[config.mk]
export PLATFORM = sky130hd
export DESIGN_NAME = actr_queue
export DESIGN_NICKNAME = d
export VERILOG_FILES = /design/src/rtl/aes256_ctr_xor_counter_stream_core_assert.svh /design/src/rtl/actr_pkg.sv /design/src/rtl/actr_queue.sv
export SDC_FILE = /design/constraint.sdc
export NUM_CORES = 1
export LEC_CHECK = 0
export BUFFER_PORTS_ARGS = -buffer_cell sky130_fd_sc_hd__buf_4
export CAP_MARGIN = 20
export CORE_MARGIN = 2
export CORE_UTILIZATION = 56
export DETAILED_ROUTE_END_ITERATION = 6
export HOLD_SLACK_MARGIN = 0.12
export PLACE_DENSITY = 0.87
export SLEW_MARGIN = 20
export SYNTH_ARGS = -nofsm -noshare
export SYNTH_HDL_FRONTEND = slang
export SYNTH_SLANG_ARGS = --single-unit
[constraint.sdc]
create_clock -name clk -period 5.1 [get_ports clk]
set_input_delay 1.02 -clock clk [delete_from_list [all_inputs] [get_ports clk]]
set_output_delay 1.02 -clock clk [all_outputs]
set_load 0.02 [all_outputs]
[src/rtl/aes256_ctr_xor_counter_stream_core_assert.svh]
// Assertion macros for the stream core top level
`ifndef AES256_CTR_XOR_COUNTER_STREAM_CORE_ASSERT_SVH
`define AES256_CTR_XOR_COUNTER_STREAM_CORE_ASSERT_SVH

// same-cycle implication, checked out of reset
`define ACTR_ASSERT_IMPL(lbl, ante, cons, msg) \
  lbl: assert property (@(posedge clk) disable iff (!rst_n) (ante) |-> (cons)) \
    else $error(msg);

// next-cycle implication, checked out of reset
`define ACTR_ASSERT_NEXT(lbl, ante, cons, msg) \
  lbl: assert property (@(posedge clk) disable iff (!rst_n) (ante) |=> (cons)) \
    else $error(msg);

`endif

[src/rtl/actr_pkg.sv]
// Shared types, constants and AES helper functions for the CTR stream core
`timescale 1ns / 1ps
package actr_pkg;

  localparam int unsigned QUEUE_DEPTH = 4;
  localparam int unsigned NUM_ROUNDS  = 14;
  localparam int unsigned CFG_IDX_W   = 8;

  localparam logic [CFG_IDX_W-1:0] REG_KEY0     = 8'd0;
  localparam logic [CFG_IDX_W-1:0] REG_KEY1     = 8'd1;
  localparam logic [CFG_IDX_W-1:0] REG_KEY2     = 8'd2;
  localparam logic [CFG_IDX_W-1:0] REG_KEY3     = 8'd3;
  localparam logic [CFG_IDX_W-1:0] REG_SALT_HI  = 8'd4;
  localparam logic [CFG_IDX_W-1:0] REG_SALT_LO  = 8'd5;
  localparam logic [CFG_IDX_W-1:0] REG_PUB_HI   = 8'd6;
  localparam logic [CFG_IDX_W-1:0] REG_PUB_LO   = 8'd7;

  localparam logic [2047:0] SBOX_TBL = {
    128'h637c777bf26b6fc53001672bfed7ab76, 128'hca82c97dfa5947f0add4a2af9ca472c0,
    128'hb7fd9326363ff7cc34a5e5f171d83115, 128'h04c723c31896059a071280e2eb27b275,
    128'h09832c1a1b6e5aa0523bd6b329e32f84, 128'h53d100ed20fcb15b6acbbe394a4c58cf,
    128'hd0efaafb434d338545f9027f503c9fa8, 128'h51a3408f929d38f5bcb6da2110fff3d2,
    128'hcd0c13ec5f974417c4a77e3d645d1973, 128'h60814fdc222a908846eeb814de5e0bdb,
    128'he0323a0a4906245cc2d3ac629195e479, 128'he7c8376d8dd54ea96c56f4ea657aae08,
    128'hba78252e1ca6b4c6e8dd741f4bbd8b8a, 128'h703eb5664803f60e613557b986c11d9e,
    128'he1f8981169d98e949b1e87e9ce5528df, 128'h8ca1890dbfe6426841992d0fb054bb16
  };

  // queued item: byte, its place in the keystream block, restart flag
  typedef struct packed {
    logic [7:0] data;
    logic [3:0] pos;
    logic       restart;
  } actr_item_t;

  typedef struct packed {
    logic empty;
    logic full;
  } actr_q_status_t;

  typedef struct packed {
    logic start;
    logic abort;
  } actr_aes_ctrl_t;

  typedef struct packed {
    logic busy;
    logic done;
  } actr_aes_status_t;

  function automatic logic [7:0] sbox(input logic [7:0] b);
    logic [2047:0] tmp;
    tmp = SBOX_TBL >> {~b, 3'b000};
    return tmp[7:0];
  endfunction

  function automatic logic [7:0] xtime(input logic [7:0] b);
    return {b[6:0], 1'b0} ^ (b[7] ? 8'h1b : 8'h00);
  endfunction

  // byte idx of a 128-bit block, byte 0 in the top bits
  function automatic logic [7:0] get_byte(input logic [127:0] v, input logic [3:0] idx);
    logic [127:0] tmp;
    tmp = v >> {~idx, 3'b000};
    return tmp[7:0];
  endfunction

  // slides the 8-word key window on by four words
  function automatic logic [255:0] key_next(input logic [255:0] k, input logic rot,
                                            input logic [7:0] rcon);
    logic [31:0] w7, t, n0, n1, n2, n3;
    w7 = k[31:0];
    if (rot) begin
      t = {sbox(w7[23:16]) ^ rcon, sbox(w7[15:8]), sbox(w7[7:0]), sbox(w7[31:24])};
    end else begin
      t = {sbox(w7[31:24]), sbox(w7[23:16]), sbox(w7[15:8]), sbox(w7[7:0])};
    end
    n0 = k[255:224] ^ t;
    n1 = k[223:192] ^ n0;
    n2 = k[191:160] ^ n1;
    n3 = k[159:128] ^ n2;
    return {k[127:0], n0, n1, n2, n3};
  endfunction

  // SubBytes, ShiftRows, MixColumns (skipped on the last round), AddRoundKey
  function automatic logic [127:0] enc_round(input logic [127:0] s, input logic [127:0] rk,
                                             input logic last);
    logic [7:0]   t [16];
    logic [127:0] o;
    logic [7:0]   a0, a1, a2, a3, al;
    for (int r = 0; r < 4; r++) begin
      for (int c = 0; c < 4; c++) begin
        t[r + 4 * c] = get_byte(s, 4'((r + 4 * ((c + r) & 3))));
      end
    end
    for (int i = 0; i < 16; i++) begin
      t[i] = sbox(t[i]);
    end
    for (int c = 0; c < 4; c++) begin
      a0 = t[4 * c];
      a1 = t[4 * c + 1];
      a2 = t[4 * c + 2];
      a3 = t[4 * c + 3];
      al = a0 ^ a1 ^ a2 ^ a3;
      if (!last) begin
        a0 = t[4 * c] ^ al ^ xtime(t[4 * c] ^ t[4 * c + 1]);
        a1 = t[4 * c + 1] ^ al ^ xtime(t[4 * c + 1] ^ t[4 * c + 2]);
        a2 = t[4 * c + 2] ^ al ^ xtime(t[4 * c + 2] ^ t[4 * c + 3]);
        a3 = t[4 * c + 3] ^ al ^ xtime(t[4 * c + 3] ^ t[4 * c]);
      end
      o[127 - 32 * c -: 32] = {a0, a1, a2, a3};
    end
    return o ^ rk;
  endfunction

endpackage

[src/rtl/actr_queue.sv]
// Small FIFO between the front end and the keystream back end
`timescale 1ns / 1ps
module actr_queue #(
  parameter int unsigned DEPTH = actr_pkg::QUEUE_DEPTH
) (
  input  logic                   clk,
  input  logic                   rst_n,
  input  logic                   push,
  input  actr_pkg::actr_item_t   push_item,
  input  logic                   pop,
  output actr_pkg::actr_item_t   head,
  output actr_pkg::actr_q_status_t status
);

  localparam int unsigned PTR_W = $clog2(DEPTH);
  localparam int unsigned CNT_W = PTR_W + 1;

  actr_pkg::actr_item_t mem [DEPTH];
  logic [PTR_W-1:0] wr_ptr_r, wr_ptr_nxt, rd_ptr_r, rd_ptr_nxt;
  logic [CNT_W-1:0] count_r, count_nxt;
  logic             do_push, do_pop;

  assign status.empty = (count_r == '0);
  assign status.full  = (count_r == CNT_W'(DEPTH));
  assign do_push      = push && !status.full;
  assign do_pop       = pop && !status.empty;
  assign head         = mem[rd_ptr_r];

  assign wr_ptr_nxt = (wr_ptr_r == PTR_W'(DEPTH - 1)) ? '0 : wr_ptr_r + 1'b1;
  assign rd_ptr_nxt = (rd_ptr_r == PTR_W'(DEPTH - 1)) ? '0 : rd_ptr_r + 1'b1;

  always_comb begin
    count_nxt = count_r;
    if (do_push && !do_pop) begin
      count_nxt = count_r + 1'b1;
    end else if (do_pop && !do_push) begin
      count_nxt = count_r - 1'b1;
    end
  end

  always_ff @(posedge clk) begin
    if (do_push) begin
      mem[wr_ptr_r] <= push_item;
    end
  end

  always_ff @(posedge clk) begin
    if (!rst_n) begin
      wr_ptr_r <= '0;
      rd_ptr_r <= '0;
      count_r  <= '0;
    end else begin
      if (do_push) begin
        wr_ptr_r <= wr_ptr_nxt;
      end
      if (do_pop) begin
        rd_ptr_r <= rd_ptr_nxt;
      end
      count_r <= count_nxt;
    end
  end

endmodule

==> results.md, run 1 <==
- The startpoint identified for the worst hold timing path is wr_ptr_r[1].
- The category of the worst setup path capture point is an output port.
- The CTS tree is built.
- The sequential cell fraction of total power is 47.1%.
- The critical path in this run is classified as flip-flop to output port.
- Summed over all nets, the switching power comes to 0.4026 mW.
- The net count reported at finish is 180.
- The summed instance area of the synthesized netlist is 2399 µm².
- The total congestion overflow after global routing is 0.
- The proportion of synthesized flip-flops having asynchronous set or reset is 0%.
- The timing-limited maximum frequency is 0.3354 GHz.
- By count the netlist is led by 52 x sky130_fd_sc_hd__edfxtp_1, 13 x sky130_fd_sc_hd__mux4_1, 9 x sky130_fd_sc_hd__dfxtp_1.
- The synthesized flop and latch total is 61.
- For this block, the routed nets add up to 3958 µm of wire.
- The flow ran to the end, and the final reports show no timing, DRC or antenna violations.
- The final antenna-violating net count is 0.
- The post-detailed-route DRC marker count is 0.
- The share of synthesized area in the top cell type comes to 65.10%.
- Entering global routing, the biggest net connects 14 pins.
- The boundary pin count is 32.
- For this run, the register share of the synthesized area comes to 72.61%.
- The fraction of final layout cells with drive strength greater than 1 is 27.33%.
- The number of diodes added for antenna fixing is 0.
- Yosys attributes the largest share of cell area to sky130_fd_sc_hd__edfxtp_1 65%, sky130_fd_sc_hd__mux4_1 14%, sky130_fd_sc_hd__dfxtp_1 7.5%.
- The internal portion of the total power is 1.014 mW.
- The full die area is 4823 µm².
- The first global-routing pass estimated 6444 µm of wire.
- Across all setup checks in the final design, the least slack found is 2119 ps.
- The maximum level of the CTS H-tree is 3.
- Setup total negative slack on the finished layout was measured at 0 ps.
- The average instance in the mapped netlist occupies 20.33 µm².
- The count of endpoints failing setup in the final report is 0.
- The switching share of total power is 28.43%.
- The most common cell in the synthesized netlist is sky130_fd_sc_hd__edfxtp_1.
- The count of flip-flops with a built-in enable after synthesis is 52.
- OpenSTA, run right after detailed placement, puts the worst setup slack at 2150 ps.
- The tool flagged a number of max-cap violations equal to 0.
- Across every metal layer, demand over resource in global routing totals 18.46%.
- The later pin in the worst-skew pair is clocked with a latency of 320 ps.
- The core region is 4058 µm².
- After detailed placement, the total cell area comes to 2670 µm².
- The Yosys step of the flow raised 0 warnings.
- The dominant cell type by area after synthesis is sky130_fd_sc_hd__edfxtp_1.
- No sink is reached through more buffers than the 2 on the longest clock path.
- The power density normalized to cell area is 496.6 nW/µm².
- The total clock sinks is 61.
- In this run the worst path has a maximum fanout of 13.
- The initial utilization of the core area, before any placement, comes to 59.11%.
- The number of gates resized after cts is 0.
- Between clock sinks in the finished design, the worst skew comes to 7.714 ps.
- At the pin with the least slew margin, the transition time is 723.6 ps.
- The routed design could run at a clock period as short as 2981 ps.
- For this block, the via count after detailed routing is 1,181.
- The number of port buffers is 31.
- The routed wire length per instance is 18.76 µm.
- Data on the critical path arrives at its endpoint at 1960 ps.
- STA classifies the critical path startpoint as a flip-flop.
- The initial antenna violation count was 0.
- For this run, the leading register cell type out of synthesis is sky130_fd_sc_hd__edfxtp_1.
- The wire-length estimate of the detail-placed layout is 2735 µm.
- The worst slew margin relative to its limit is 51.70%.
- The clock share of power is 27.1%.
- The final weighted congestion in routability-driven placement is 0.6808.
- Counting distinct cell types in the post-synthesis netlist gives 24.
- The final count of pins violating max slew came to 0.
- The TritonCTS buffer count is 9.
- Final hold analysis gives a worst-case slack of 519.6 ps.
- The post-synthesis net count is 142.
- The gate count of the mapped netlist is 118.
- Setup repair after global routing left no endpoint under its margin.
- The filler-free cell count of the finished design is 211.
- In this run the clock root is driven by a sky130_fd_sc_hd__clkbuf_8.
- The die is 69.45 µm tall.
- The finished cells cover 2851 µm².
- The worst supply voltage drop on vdd is 0.3600 mV.
- The hold violation total from the final report is 0.
- The average via count per standard cell is 5.597.
- The share of power burned in combinational logic is 25.8%.
- The synthesis-to-layout area growth is 18.88%.
- Including well taps, the total number of placed cells is 195.
- The number of hold buffers added after CTS was 0.
- The number of standard-cell rows in the floorplan is 23.
- The kind of path behind the tightest hold check is flip-flop to flip-flop.
- The number of global-route vias before repair is 1,337.
- The worst path uses 58.45% of the clock period.
- The register clock-pin slew on the reported worst setup and hold paths is 60 ps.
- The worst register-to-register path begins at count_r[1].
- The detailed-router iteration count before antenna repair is 4.
- The buffers inserted during post-CTS setup optimization is 0.
- In this run, the number of DRC markers left after iteration 0 of detailed routing was 67.
- The analysis attributes to cell leakage a power of 1.039 nW.
- The die extent in x is 69.45 µm.
- Data on the critical path is required at its endpoint by 4080 ps.
worst max-delay path, stage by stage, from the launching register on:
cell                      delay [ps]
sky130_fd_sc_hd__dfxtp_1         790
sky130_fd_sc_hd__mux4_1          680
sky130_fd_sc_hd__buf_4           180
logic make-up (layout without fill, tap and decap cells):
kind of cell / after synthesis / in the layout / share of synthesized area, %
buffers and inverters: 7 / 50 / 1.460
and+or+nand+nor: 20 / 20 / 4.486
muxes: 16 / 16 / 15.49
AOI/OAI and AO/OA: 5 / 5 / 1.252
DFF: 61 / 61 / 72.61
xor gates and xnor gates: 2 / 2 / 0.7304
adders and majority gates: 7 / 7 / 3.964
final timing paths:
path                               endpoint  slack (ps)  cells past startpoint
worst min register to register  wr_ptr_r[1]         520                      2
worst max-delay path                head[4]        2120                      2
worst max register to register   count_r[2]        2660                      7
worst min-delay path            wr_ptr_r[1]         520                      2
sequential cells by signal, indices dropped and copies added (netlist names), named ones only:
| register | count |
|---|---|
| wr_ptr_r | 2 |
| mem | 52 |
| rd_ptr_r | 2 |
| count_r | 3 |
cell type report:
cell class	instances	area, µm²
clock buffers	10	127.6
clock inverters	6	53.80
fillers	263	1206
inverters	3	11.26
multi-input cells	50	621.8
flip-flops and latches	61	1742
well taps	50	62.56
repair buffers	31	232.7
stage by stage:
step                util [%]  power, mW
finish                 70.27      1.416
detailed placement     65.80      1.048
CTS                    70.27      1.431
global route           70.27      1.482
floorplan                  -     0.9025
global placement       65.80      1.016
power groups by stage:
stage,clock [mW],sequential [mW],combinational [mW]
final,0.383,0.667,0.366
after global routing,0.413,0.677,0.392
after CTS,0.392,0.669,0.370
after detailed placement,0,0.679,0.369
after global placement,0,0.671,0.345
after floorplan,0,0.647,0.255
per-layer routing:
| layer | track usage, % | share of wire, % | vias to the layer above |
|---|---|---|---|
| met1 | 20.23 | 37 | 592 |
| li1 | - | - | 547 |
| met5 | 0 | 0 | - |
| met3 | 4.651 | 4.5 | 6 |
| met4 | 7.843 | 1.1 | 0 |
| met2 | 33.76 | 58 | 36 |
cells in the final DEF (no fill, tap or decap):
cell                         synthesis  final
sky130_fd_sc_hd__or3_1               1      1
sky130_fd_sc_hd__bufinv_16           0      1
sky130_fd_sc_hd__nor2b_1             2      2
sky130_fd_sc_hd__nor3_1              1      1
sky130_fd_sc_hd__clkinvlp_4          0      1
sky130_fd_sc_hd__fa_1                1      1
sky130_fd_sc_hd__mux2i_1             3      3
sky130_fd_sc_hd__nor3b_2             1      1
sky130_fd_sc_hd__ha_1                6      6
sky130_fd_sc_hd__clkinv_2            0      1
sky130_fd_sc_hd__clkbuf_1            1      1
sky130_fd_sc_hd__nand2_1             6      6
sky130_fd_sc_hd__mux4_1             13     13
sky130_fd_sc_hd__o21ai_0             3      3
sky130_fd_sc_hd__dfxtp_1             9      9
sky130_fd_sc_hd__clkinv_1            0      3
sky130_fd_sc_hd__inv_1               3      3
sky130_fd_sc_hd__nand3_1             2      2
sky130_fd_sc_hd__and2_1              5      5
sky130_fd_sc_hd__a21boi_0            1      1
sky130_fd_sc_hd__clkbuf_8            0      9
sky130_fd_sc_hd__buf_4               0     31
sky130_fd_sc_hd__xnor2_1             1      1
sky130_fd_sc_hd__nor2_1              2      2
sky130_fd_sc_hd__edfxtp_1           52     52
sky130_fd_sc_hd__xor2_1              1      1
sky130_fd_sc_hd__o31ai_1             1      1
Power figures use the tool's default switching activity.
==> run 2, diff against run 1 <==
--- a/config.mk
+++ b/config.mk
@@ -8,10 +8,10 @@
 export BUFFER_PORTS_ARGS = -buffer_cell sky130_fd_sc_hd__buf_4
 export CAP_MARGIN = 20
 export CORE_MARGIN = 2
-export CORE_UTILIZATION = 56
+export CORE_UTILIZATION = 51
 export DETAILED_ROUTE_END_ITERATION = 6
 export HOLD_SLACK_MARGIN = 0.12
-export PLACE_DENSITY = 0.87
+export PLACE_DENSITY = 0.84
 export SLEW_MARGIN = 20
 export SYNTH_ARGS = -nofsm -noshare
 export SYNTH_HDL_FRONTEND = slang
==> constraint.sdc (replaced) <==
create_clock -name clk -period 2.5 [get_ports clk]
set_input_delay 0.5 -clock clk [delete_from_list [all_inputs] [get_ports clk]]
set_output_delay 0.5 -clock clk [all_outputs]
set_load 0.02 [all_outputs]
==> results.md, run 2 (synthesized netlist as in run 1, its figures left out) <==
- The flow ran to the end, and the final reports show no timing, DRC or antenna violations.
- The worst hold path depth is 1 (-1).
- The routed wire length per instance came to 17.91 µm (-4.5%).
- The top cell types in the final layout, fill and taps aside, are 52 x sky130_fd_sc_hd__edfxtp_1, 34 x sky130_fd_sc_hd__buf_4, 13 x sky130_fd_sc_hd__mux4_1.
- TritonCTS built the clock tree.
- The kind of path behind the tightest hold check is input port to flip-flop.
- The source-to-sink clock delay at the later pin of the worst-skew pair is 330 ps (about the same).
- The worst slew margin relative to its limit came to 53.75% (+2.1 points).
- Compared with the post-synthesis result, the final layout area differs by 20.08%.
- The critical path required time came to 2000 ps (-2080 ps).
- The net count reported at finish was 183 (+1.7%).
- The count of cells along the worst register-to-register path is 7 (unchanged).
- The maximum number of pins on one net before global-route repair is 14 (unchanged).
- The count of placed standard cells including taps was 200 (+2.6%).
- The worst hold path endpoint is mem[0][7].
- The largest driver fanout on the critical path was 6 (-7).
- The number of flip-flops in the largest register is 52 (unchanged).
- The time the final worst path needs with I/O delays and setup is 2211 ps.
- The area of the multi-input gates is 626.9 µm² (+0.80%).
- The most repeated library cell on the critical path is sky130_fd_sc_hd__buf_4.
- The power density normalized to cell area is 1011 nW/µm² (+100%).
- The number of port buffers is 31 (unchanged).
- The register clock-pin slew on the reported worst setup and hold paths is 60 ps (about the same).
- Setup repair after global routing left no endpoint under its margin.
- The fraction of final layout cells with drive strength greater than 1 is 29.88% (+2.5 points).
- The sequential standard cell area is 1742 µm² (unchanged).
- The wire length of the first global-routing pass was 6161 µm (-4.4%).
- The worst endpoint data arrival time is 1710 ps (-250 ps).
- The worst clock skew is 9.086 ps (+1.372 ps).
- The critical path goes through buf_4 -> mux4_1 -> buf_4.
- The worst supply voltage drop on vdd is 0.4373 mV (+21%).
- The detailed-router iteration count before antenna repair came to 4 (unchanged).
- The hold violation total from the final report came to 0 (unchanged).
- The total congestion overflow after global routing is 0 (unchanged).
- The critical hold path startpoint is push_item[7].
- The filler-free cell count of the finished design is 216 (+2.4%).
- The buffer cell driving the clock tree root is sky130_fd_sc_hd__clkbuf_8.
- The cell leakage power is 1.061 nW (+2.0%).
- The number of global-route vias before repair is 1,315 (-1.6%).
- The die outline height came to 72.58 µm (+4.5%).
- STA classifies the critical path endpoint as an output port.
- The half-perimeter wire length after placement is 2554 µm (-6.6%).
- The largest registers in the layout are mem (52), count_r (3).
- The final count of pins violating max slew is 0 (unchanged).
- The max capacitance violation total is 0 (unchanged).
- The maximum level of the CTS H-tree is 3 (unchanged).
- The count of vias placed by the detailed router is 1,209 (+2.4%).
- The full die area is 5268 µm² (+9.2%).
- The post-detailed-route DRC marker count is 0 (unchanged).
- The final antenna-violating net count came to 0 (unchanged).
- The final weighted congestion in routability-driven placement is 0.6846 (+0.56%).
- The die extent in x is 72.58 µm (+4.5%).
- The register containing the most flip-flops in the final layout is mem.
- The slew at the pin with the worst max-slew slack is 693.8 ps (-29.78 ps).
- The period utilization is 88.42%.
- The starting density of the core is 53.97% (-5.1 points).
- The TritonCTS buffer count is 9 (unchanged).
- The maximum buffer depth of the clock tree was 2 (unchanged).
- The leading cell type in the layout, fill and taps excluded is sky130_fd_sc_hd__edfxtp_1.
- The total core area came to 4444 µm² (+9.5%).
- The iteration-0 DRC count of the detailed router is 37 (-45%).
- The timing-limited maximum frequency is 0.4524 GHz.
- The number of diodes added for antenna fixing was 0 (unchanged).
- The global-route usage over all layers is 16.48% (-2.0 points).
- The count of endpoints failing setup in the final report was 0 (unchanged).
- In this run the critical register-to-register path is launched from count_r[1].
- The total clock sinks is 61 (unchanged).
- The internal reg-to-reg setup slack is 300 ps (-2360 ps).
- The sum of routed wire length over all layers is 3868 µm (-2.3%).
- The initial antenna violation count is 0 (unchanged).
- The boundary pin count came to 32 (unchanged).
- The capture instance of the worst register-to-register path is count_r[2].
- The setup path with the least slack is of type flip-flop to output port.
- The count of buffer and inverter cells on the critical path is 2 (+1).
- The average via count per standard cell is 5.597 (about the same).
- Grouping stages by cell kind, the critical path spends the most delay in multiplexers.
- The startpoint type of the worst setup path is a flip-flop.
- The number of standard-cell rows in the floorplan came to 24 (+4.3%).
- The largest incremental delay on the critical path is 570 ps (-220 ps).
- The total negative setup slack is 0 ps (unchanged).
- On the critical path, the stage with the largest delay is an instance of sky130_fd_sc_hd__mux4_1.
- The number of fill cells in the layout was 282 (+7.2%).
## run 2: how the worst max path moves through the flow
stage	from	to	slack, ps	cells after the start
finish	flip-flop	head[0]	290	3
global placement	count_r[0]	count_r[2]	340	7
detailed placement	count_r[0]	count_r[2]	200	7
floorplan	count_r[0]	count_r[2]	410	7
CTS	count_r[0]	count_r[2]	180	7
global route	count_r[1]	count_r[2]	130	7
## run 2: where the power goes
part	leakage (nW)	total (mW)	switching [mW]	internal [mW]
clock	0.0953	0.787	0.343	0.444
sequential	0.551	1.33	0.0855	1.25
combinational	0.415	0.790	0.401	0.388
## run 2: metrics by stage
step / worst slack [ps] / area (µm²) / hold WS (ps) / util [%] / power, mW
after floorplan: 407.1 / 2399 / 467.7 / - / 1.841
after global placement: 340.5 / 2695 / 475.1 / 60.64 / 2.101
after detailed placement: 196.5 / 2695 / 498.3 / 60.64 / 2.149
after CTS: 176.1 / 2875 / 354.1 / 64.70 / 2.938
after global routing: 133.9 / 2880 / 363.8 / 64.81 / 3.039
final: 289.4 / 2880 / 368.0 / 64.81 / 2.911
## run 2: area by class of cell
| class | count | share of cell area, % |
|---|---|---|
| Clock buffer | 9 | 4.301 |
| Sequential cell | 61 | 60.47 |
| Multi-Input combinational cell | 50 | 21.76 |
| Timing Repair Buffer | 34 | 8.862 |
| Clock inverter | 7 | 1.955 |
| Inverter | 3 | 0.3910 |
| Tap cell | 52 | 2.259 |
## run 2: per-layer routing
layer  GRT usage (%)  vias to the layer above  share of wire [%]
li1                -                      559                  -
met1           19.08                      601                 41
met2           27.27                       39                 51
met3           4.696                       10                5.3
met4           9.877                        0                2.7
met5               0                        -                  0
## run 2: worst reg2reg max path, cell delays in order, from the launching register on
cell,delay [ps]
sky130_fd_sc_hd__dfxtp_1,370
sky130_fd_sc_hd__o31ai_2,400
sky130_fd_sc_hd__ha_1,270
sky130_fd_sc_hd__inv_1,80
sky130_fd_sc_hd__fa_1,380
sky130_fd_sc_hd__xor2_1,160
sky130_fd_sc_hd__or3_1,300
sky130_fd_sc_hd__a21boi_0,170
## run 2: what timing repair did
item                       in CTS  in global routing
resized for setup               0                  1
hold endpoints to repair        0                  0
buffers inserted                0                  0
hold buffers                    0                  0
setup endpoints to repair       0                  1
